[src/tpra_pkg.sv]
// Shared types and constants for the touch pair report assembler.
// No dependencies; imported by every module of the block.
package tpra_pkg;

   localparam logic KIND_CONTACT = 1'b0;
   localparam logic KIND_RELEASE = 1'b1;

   localparam int unsigned STATUS_VALID_BIT = 7;
   localparam int unsigned STATUS_ID_LSB    = 2;
   localparam int unsigned ID_W             = 5;
   localparam int unsigned COORD_W          = 16;

   typedef struct packed {
      logic       pen_level_down;
      logic       read_ok;
      logic [7:0] status_byte;
      logic [7:0] x_low;
      logic [7:0] x_high;
      logic [7:0] y_low;
      logic [7:0] y_high;
   } item_type;

   typedef struct packed {
      logic [ID_W-1:0]    id;
      logic               updown;
      logic               valid;
      logic [COORD_W-1:0] x;
      logic [COORD_W-1:0] y;
   } slot_type;

   typedef struct packed {
      logic                      report_kind;
      logic [ID_W-1:0]           tracking_id;
      logic                      touch_major;
      logic signed [COORD_W-1:0] pos_x;
      logic signed [COORD_W-1:0] pos_y;
      logic                      frame_sync;
      logic                      last;
   } report_type;

   function automatic slot_type decode_slot(input item_type item);
      slot_type s;
      s.updown = item.status_byte[0];
      s.valid  = item.status_byte[STATUS_VALID_BIT];
      s.id     = item.status_byte[STATUS_ID_LSB +: ID_W];
      s.x      = {item.x_high, item.x_low};
      s.y      = {item.y_high, item.y_low};
      return s;
   endfunction

endpackage

[src/touch_pair_report_assembler.sv]
// A poll is registered on transfer, then processed into the result register once that
// register is empty or its last held report leaves. Throughput: one poll per cycle
// when it yields at most one report and rsp_tready is high; a poll that yields two
// holds the next one back, as the output port passes one report per transfer.
// Reset (synchronous, active high) empties both registers and clears pen/pair state.
module touch_pair_report_assembler
   import tpra_pkg::*;
(
   input  logic        clock,
   input  logic        reset,
   input  logic        req_tvalid,
   output logic        req_tready,
   input  logic [39:0] req_tdata,  // status_byte, x_low, x_high, y_low, y_high
   input  logic [1:0]  req_tuser,  // pen_level_down, read_ok
   output logic        rsp_tvalid,
   input  logic        rsp_tready,
   output logic [39:0] rsp_tdata,  // tracking_id, touch_major, pos_x, pos_y, zero pad
   output logic [1:0]  rsp_tuser,  // report_kind, frame_sync
   output logic        rsp_tlast
);

   item_type   item_ff, item_in;
   logic       item_valid_ff;
   logic       can_load, advance;
   logic [1:0] rep_count;
   report_type rep0, rep1, rsp_rep;

   assign item_in = '{pen_level_down: req_tuser[0], read_ok: req_tuser[1],
                      status_byte: req_tdata[7:0], x_low: req_tdata[15:8],
                      x_high: req_tdata[23:16], y_low: req_tdata[31:24],
                      y_high: req_tdata[39:32]};

   assign advance    = item_valid_ff && can_load;
   assign req_tready = !item_valid_ff || advance;

   always_ff @(posedge clock) begin
      if (reset) begin
         item_valid_ff <= 1'b0;
      end else if (req_tready) begin
         item_valid_ff <= req_tvalid;
      end
   end

   always_ff @(posedge clock) begin
      if (req_tready && req_tvalid) begin
         item_ff <= item_in;
      end
   end

   tpra_core u_core (
      .clock     (clock),
      .reset     (reset),
      .item      (item_ff),
      .advance   (advance),
      .rep0      (rep0),
      .rep1      (rep1),
      .rep_count (rep_count)
   );

   tpra_rsp_buf u_rsp_buf (
      .clock      (clock),
      .reset      (reset),
      .load       (advance),
      .rep0       (rep0),
      .rep1       (rep1),
      .rep_count  (rep_count),
      .can_load   (can_load),
      .rsp_tvalid (rsp_tvalid),
      .rsp_tready (rsp_tready),
      .rsp_rep    (rsp_rep)
   );

   assign rsp_tdata = {2'b00, rsp_rep.pos_y, rsp_rep.pos_x, rsp_rep.touch_major,
                       rsp_rep.tracking_id};
   assign rsp_tuser = {rsp_rep.frame_sync, rsp_rep.report_kind};
   assign rsp_tlast = rsp_rep.last;

endmodule

[src/tpra_core.sv]
// Slot and pen state, pair assembly and report generation for one poll.
// Depends on tpra_pkg.
module tpra_core
   import tpra_pkg::*;
(
   input  logic       clock,
   input  logic       reset,
   input  item_type   item,
   input  logic       advance,
   output report_type rep0,
   output report_type rep1,
   output logic [1:0] rep_count
);

   // Only slot 0 needs storing: slot 1 is reported in the poll that writes it.
   slot_type slot0_ff, slot0_in;
   logic     filled_ff, filled_in;
   logic     pen_ff, pen_in;

   slot_type   dec;
   logic       dup, emit_a, emit_b, sync_a;
   report_type rep_a, rep_b, rep_rel;

   always_comb begin
      dec    = decode_slot(item);
      dup    = (slot0_ff.id == dec.id) && (slot0_ff.updown == dec.updown) &&
               (slot0_ff.x == dec.x) && (slot0_ff.y == dec.y);
      sync_a = !((slot0_ff.id != dec.id) && dec.valid);

      rep_a = '{report_kind: KIND_CONTACT, tracking_id: slot0_ff.id, touch_major: 1'b1,
                pos_x: slot0_ff.x, pos_y: slot0_ff.y, frame_sync: sync_a, last: 1'b0};
      rep_b = '{report_kind: KIND_CONTACT, tracking_id: dec.id, touch_major: 1'b1,
                pos_x: dec.x, pos_y: dec.y, frame_sync: 1'b1, last: 1'b1};
      rep_rel = '{report_kind: KIND_RELEASE, tracking_id: '0, touch_major: 1'b0,
                  pos_x: '0, pos_y: '0, frame_sync: 1'b1, last: 1'b1};

      slot0_in  = slot0_ff;
      filled_in = filled_ff;
      pen_in    = pen_ff;
      rep0      = rep_b;
      rep1      = rep_b;
      rep_count = 2'd0;
      emit_a    = 1'b0;
      emit_b    = 1'b0;

      if (item.pen_level_down) begin
         if (item.read_ok) begin
            pen_in = 1'b1;
            if (!filled_ff) begin
               slot0_in  = dec;
               filled_in = 1'b1;
            end else begin
               filled_in = 1'b0;
               emit_a    = !dup && slot0_ff.valid;
               emit_b    = dec.valid;
               if (emit_a && emit_b) begin
                  rep0      = rep_a;
                  rep_count = 2'd2;
               end else if (emit_a) begin
                  rep0      = rep_a;
                  rep0.last = 1'b1;
                  rep_count = 2'd1;
               end else if (emit_b) begin
                  rep_count = 2'd1;
               end
            end
         end
      end else begin
         filled_in = 1'b0;
         if (pen_ff) begin
            pen_in    = 1'b0;
            rep0      = rep_rel;
            rep_count = 2'd1;
         end
      end
   end

   always_ff @(posedge clock) begin
      if (reset) begin
         filled_ff <= 1'b0;
         pen_ff    <= 1'b0;
      end else if (advance) begin
         filled_ff <= filled_in;
         pen_ff    <= pen_in;
      end
   end

   always_ff @(posedge clock) begin
      if (advance) begin
         slot0_ff <= slot0_in;
      end
   end

endmodule

[src/tpra_rsp_buf.sv]
// Two-entry result register draining one report per transfer.
// Depends on tpra_pkg.
module tpra_rsp_buf
   import tpra_pkg::*;
(
   input  logic       clock,
   input  logic       reset,
   input  logic       load,
   input  report_type rep0,
   input  report_type rep1,
   input  logic [1:0] rep_count,
   output logic       can_load,
   output logic       rsp_tvalid,
   input  logic       rsp_tready,
   output report_type rsp_rep
);

   report_type e0_ff, e1_ff;
   logic [1:0] count_ff;
   logic       pop;

   assign rsp_tvalid = (count_ff != 2'd0);
   assign rsp_rep    = e0_ff;
   assign pop        = rsp_tvalid && rsp_tready;
   // empty, or the last held report leaves this cycle
   assign can_load   = (count_ff == 2'd0) || ((count_ff == 2'd1) && rsp_tready);

   always_ff @(posedge clock) begin
      if (reset) begin
         count_ff <= 2'd0;
      end else if (load) begin
         count_ff <= rep_count;
      end else if (pop) begin
         count_ff <= count_ff - 2'd1;
      end
   end

   always_ff @(posedge clock) begin
      if (load) begin
         e0_ff <= rep0;
         e1_ff <= rep1;
      end else if (pop) begin
         e0_ff <= e1_ff;
      end
   end

endmodule

[config.mk]
export PLATFORM = sky130hd
export DESIGN_NAME = touch_pair_report_assembler
export DESIGN_NICKNAME = d
export VERILOG_FILES = /design/src/tpra_pkg.sv /design/src/touch_pair_report_assembler.sv /design/src/tpra_core.sv /design/src/tpra_rsp_buf.sv
export SDC_FILE = /design/constraint.sdc
export NUM_CORES = 1
export LEC_CHECK = 0
export BUFFER_PORTS_ARGS = -buffer_cell sky130_fd_sc_hd__buf_2
export CORE_ASPECT_RATIO = 0.75
export CORE_MARGIN = 4
export CORE_UTILIZATION = 49
export CTS_CLUSTER_DIAMETER = 100
export DETAILED_ROUTE_END_ITERATION = 7
export PLACE_DENSITY = 0.66
export RECOVER_POWER = 25
export SLEW_MARGIN = 20
export SYNTH_ARGS = -nofsm -noshare
export SYNTH_HDL_FRONTEND = slang
export SYNTH_SLANG_ARGS = --single-unit
[constraint.sdc]
create_clock -name clock -period 15.1 [get_ports clock]
set_input_delay 0 -clock clock [delete_from_list [all_inputs] [get_ports clock]]
set_output_delay 0 -clock clock [all_outputs]
set_load 0.005 [all_outputs]
==> metrics.log <==
[metrics] Worst Path Arrival: between 5 and 6 ns
[metrics] RR Endpoint: u_rsp_buf.rsp_rep[30]
[metrics] number of enable-type register cells in the synthesized netlist: 158
[metrics] largest net degree at the start of global routing: 77
[metrics] horizontal extent of the die: 155 um
[metrics] Worst Hold Depth: 4
[metrics] initial core utilization: 0.499
[metrics] Vert. Die Dim: 118 um
[metrics] sequential share of the synthesized area: 0.608
[metrics] total of warnings raised by yosys: 0
[metrics] final setup TNS: 0 ns
[metrics] count of cell types in the netlist: 36
[metrics] worst reg2reg startpoint: item_ff[23]
[metrics] failing checks: DRC
[metrics] setup violators final: 0
[metrics] portion of synthesized cell area occupied by the leading cell type: 0.596
[metrics] I/O Buffers: 87
[metrics] Routed Antenna Nets: 0
[metrics] vias in the first global route: between 6k and 7k
[metrics] beginning of the worst hold path: rsp_tready
[metrics] type of origin of the critical path: flop
[metrics] Hold Path End: u_rsp_buf.count_ff[1]
[metrics] clock tree from TritonCTS: built
[metrics] largest family of logic cells by synthesized area: compound AO/OA/AOI/OAI gates
[metrics] total global routing overflow: 0
[metrics] max-cap violation count: 0
[metrics] simple-gate share of the synthesized area: 0.123
[metrics] final setup skew: ~0.011 ns
[metrics] largest area contributor in the netlist: sky130_fd_sc_hd__edfxtp_1
[metrics] ys flop type: sky130_fd_sc_hd__edfxtp_1
[metrics] Post-Place Setup Slack: approximately 10 ns
[metrics] post-place instance area: roughly 0.0084 mm^2
[metrics] critical path required time: about 15 ns
[metrics] part of the cycle the worst path needs: 0.321
[metrics] RSZ-0062 raised after global routing: no
[metrics] number of pins exceeding their max-slew limit in the final report: 0
[metrics] Worst Setup Path Type: reg2reg
[metrics] share of async-settable or async-resettable flops after synthesis: 0
[metrics] area enclosed by the die boundary: 0.0184 mm^2
[metrics] final routed wire length divided by cell count: approximately 22 um
[metrics] worst-path fanout max: 75
[metrics] status: finished, violations left
[metrics] xor-xnor portion of the synthesized cell area: 0.0418
[metrics] root buffer selected by CTS: sky130_fd_sc_hd__clkbuf_16
[metrics] CTS buffer count: 17
[metrics] CTS Sinks: 163
[metrics] CTS H-Tree Depth: 4
[metrics] kind of path behind the tightest hold check: in2reg
[metrics] detailed router's first-iteration violation count: 1015
[metrics] Syn Area/Cell: 12.0 um^2
[metrics] first-pass GRT wire length: 33.3 mm
[metrics] cell area after layout: about 0.0095 mm^2
[metrics] Slew headroom: 0.304
[metrics] # diodes: 0
[metrics] most repeated cell in the gate-level netlist after synthesis: sky130_fd_sc_hd__edfxtp_1
[metrics] DR vias: around 6.3k
[metrics] post-DP HPWL: 11.3 mm
[metrics] post-synthesis compound-gate area fraction: 0.173
[metrics] ports placed on the boundary: 91
[metrics] layout overhead on the synthesized area: 19.1%
[metrics] clock insertion delay at the later pin of the skew report: 0.43 ns
[metrics] share of synthesized area spent on multiplexers: 0.00126
[metrics] mapped cell area: 0.00797 mm^2
[metrics] Register-to-Register Setup Slack: around 10 ns
[metrics] Vias/cell: 6.46
[metrics] flops & latches, synth: roughly 160
[metrics] total number of nets in the final design: 808
[metrics] DRC violations left: 7
[metrics] least setup slack across all paths after layout: 10.26 ns
[metrics] Post-Synth Adder-Cell Area: 0.00628
[metrics] clock tree buffer depth: 2
[metrics] area of the core region: 0.0160 mm^2
[metrics] placer's final routability congestion estimate: 0.789
[metrics] Placement Rows: 40
[metrics] clock slew at reported path FFs: approximately 0.060 ns
[metrics] overall fraction of global-route tracks in use: 0.229
[metrics] leading post-synthesis cells by cell area: sky130_fd_sc_hd__edfxtp_1 (60%), sky130_fd_sc_hd__a21oi_1 (4.9%), sky130_fd_sc_hd__a222oi_1 (4.6%), sky130_fd_sc_hd__xnor2_1 (4.2%), sky130_fd_sc_hd__nand4_1 (3.5%)
[metrics] Post-CTS Setup Repair Bufs: 0
[metrics] pwr/cell area: 128 mW/mm^2
[metrics] R2R cell count: 10
[metrics] highest clock frequency the design can meet: 206 MHz
[metrics] share of final-layout standard cells stronger than drive strength 1: 0.201
[metrics] Pre-antenna DRT Iters: 8
[metrics] number of cells produced by synthesis: between 600 and 700
[metrics] kind of capture point of the worst setup path: flop
[metrics] commonest cells in the netlist: sky130_fd_sc_hd__edfxtp_1 (158), sky130_fd_sc_hd__a21oi_1 (78), sky130_fd_sc_hd__nand4_1 (44), sky130_fd_sc_hd__nor2_1 (44), sky130_fd_sc_hd__nand3_1 (40)
[metrics] Max rail drop VDD: 0.0672 mV
[metrics] initial antenna violation count: 1
[metrics] Hold Vio Cnt, Final: 0
[metrics] static power due to leakage: 0.00320 uW
[metrics] Period minus WS final: between 4 and 5 ns
[metrics] DRT Wirelength: 21.3 mm
[metrics] transition time at the pin with the least slew margin: 1.04 ns
## layout make-up
cell class / instances / area, um^2
inverter: 10 / 37.5
timing repair buffer: 142 / 961
tap: 210 / 263
fill: 1274 / 6470
multi-input combinational: 424 / 2790
clock inverter: 14 / 161
clock buffer: 18 / 429
sequential: 163 / 4840
## metrics by stage
step,total power (uW),instances,hold slack [ns],util
6_report,1220,981,0.109,0.594
5_1_grt,1270,981,0.137,0.594
4_1_cts,1230,981,0.0735,0.594
3_5_place_dp,782,904,0.178,0.529
3_3_place_gp,774,904,0.178,0.529
2_1_floorplan,710,663,0.0724,-
## cells by family after synthesis
logic type | Yosys count
AOI/OAI and AO/OA | 198
xor gates and xnor gates | 38
adders and majority gates | 4
buffers and inverters | 76
DFF | 163
muxes | 1
other | 1
and+or+nand+nor | 181
## sequential cells by signal, summed over array words and instances, names as in the netlist
signal / flops
u_rsp_buf.count_ff: 2
item_valid_ff: 1
u_rsp_buf.rsp_rep: 41
u_rsp_buf.e1_ff: 37
u_core.pen_ff: 1
u_core.slot0_ff: 2
item_ff: 41
u_core.rep_a: 37
u_core.filled_ff: 1
## critical path, cell delays in order (launching register included)
cell	delay, ns
sky130_fd_sc_hd__edfxtp_1	0.49
sky130_fd_sc_hd__xnor2_1	0.34
sky130_fd_sc_hd__nand4_1	0.20
sky130_fd_sc_hd__nor4_4	0.30
sky130_fd_sc_hd__buf_4	0.71
sky130_fd_sc_hd__a31oi_1	0.29
sky130_fd_sc_hd__ha_2	0.57
sky130_fd_sc_hd__o21ai_1	0.26
sky130_fd_sc_hd__a31o_2	0.82
sky130_fd_sc_hd__a222oi_1	0.30
sky130_fd_sc_hd__a31oi_1	0.32
## cells in the final DEF, fill, tap and decap left out, drive strengths merged
master,instances
edfxtp,158
a22oi,1
clkinv,9
buf,97
inv,11
bufinv,3
a21oi,78
a221oi,1
clkbuf,18
o21ai,2
clkinvlp,1
xnor2,38
nor3,4
conb,2
dlygate4sd3,45
dfxtp,5
and2,2
nor2,44
mux2i,1
and3,3
a31o,38
nor4,3
a31oi,38
nand4,44
nand2,4
a21o,1
nor2b,37
a222oi,37
ha,4
a211oi,1
nand3,40
o221ai,1
## worst max-delay path by stage
stage                                     start                     to  slack (ns)
final                               item_ff[23]  u_rsp_buf.rsp_rep[30]       10.26
after global routing                 item_ff[4]  u_rsp_buf.rsp_rep[30]        9.99
after CTS                            item_ff[4]  u_rsp_buf.rsp_rep[30]       10.40
after detailed placement             item_ff[4]  u_rsp_buf.rsp_rep[30]       10.44
after global placement               item_ff[4]  u_rsp_buf.rsp_rep[23]       10.48
after floorplan           u_rsp_buf.count_ff[0]       u_core.rep_a[10]        9.79
## layer usage
| layer | part of all wire | GRT usage | wire (um) |
|---|---|---|---|
| met1 | 0.41 | 0.313 | 8700 |
| met2 | 0.47 | 0.357 | 10100 |
| met3 | 0.098 | 0.0564 | 2080 |
| met4 | 0.019 | 0.0831 | 396 |
| met5 | 0.00033 | 0 | 7 |
## what timing repair did
item	in CTS	in global routing
hold endpoints to repair	46	0
hold buffers	45	0
gates resized for setup	0	0
## power by group
part           internal (uW)  leakage, uW  switching (uW)  total, uW
sequential               566      0.00153            30.7        597
clock                    259     0.000291             176        435
combinational           74.6      0.00138             113        188
total                    900      0.00320             320       1220
Note: power is estimated with default switching activity, not from simulation.
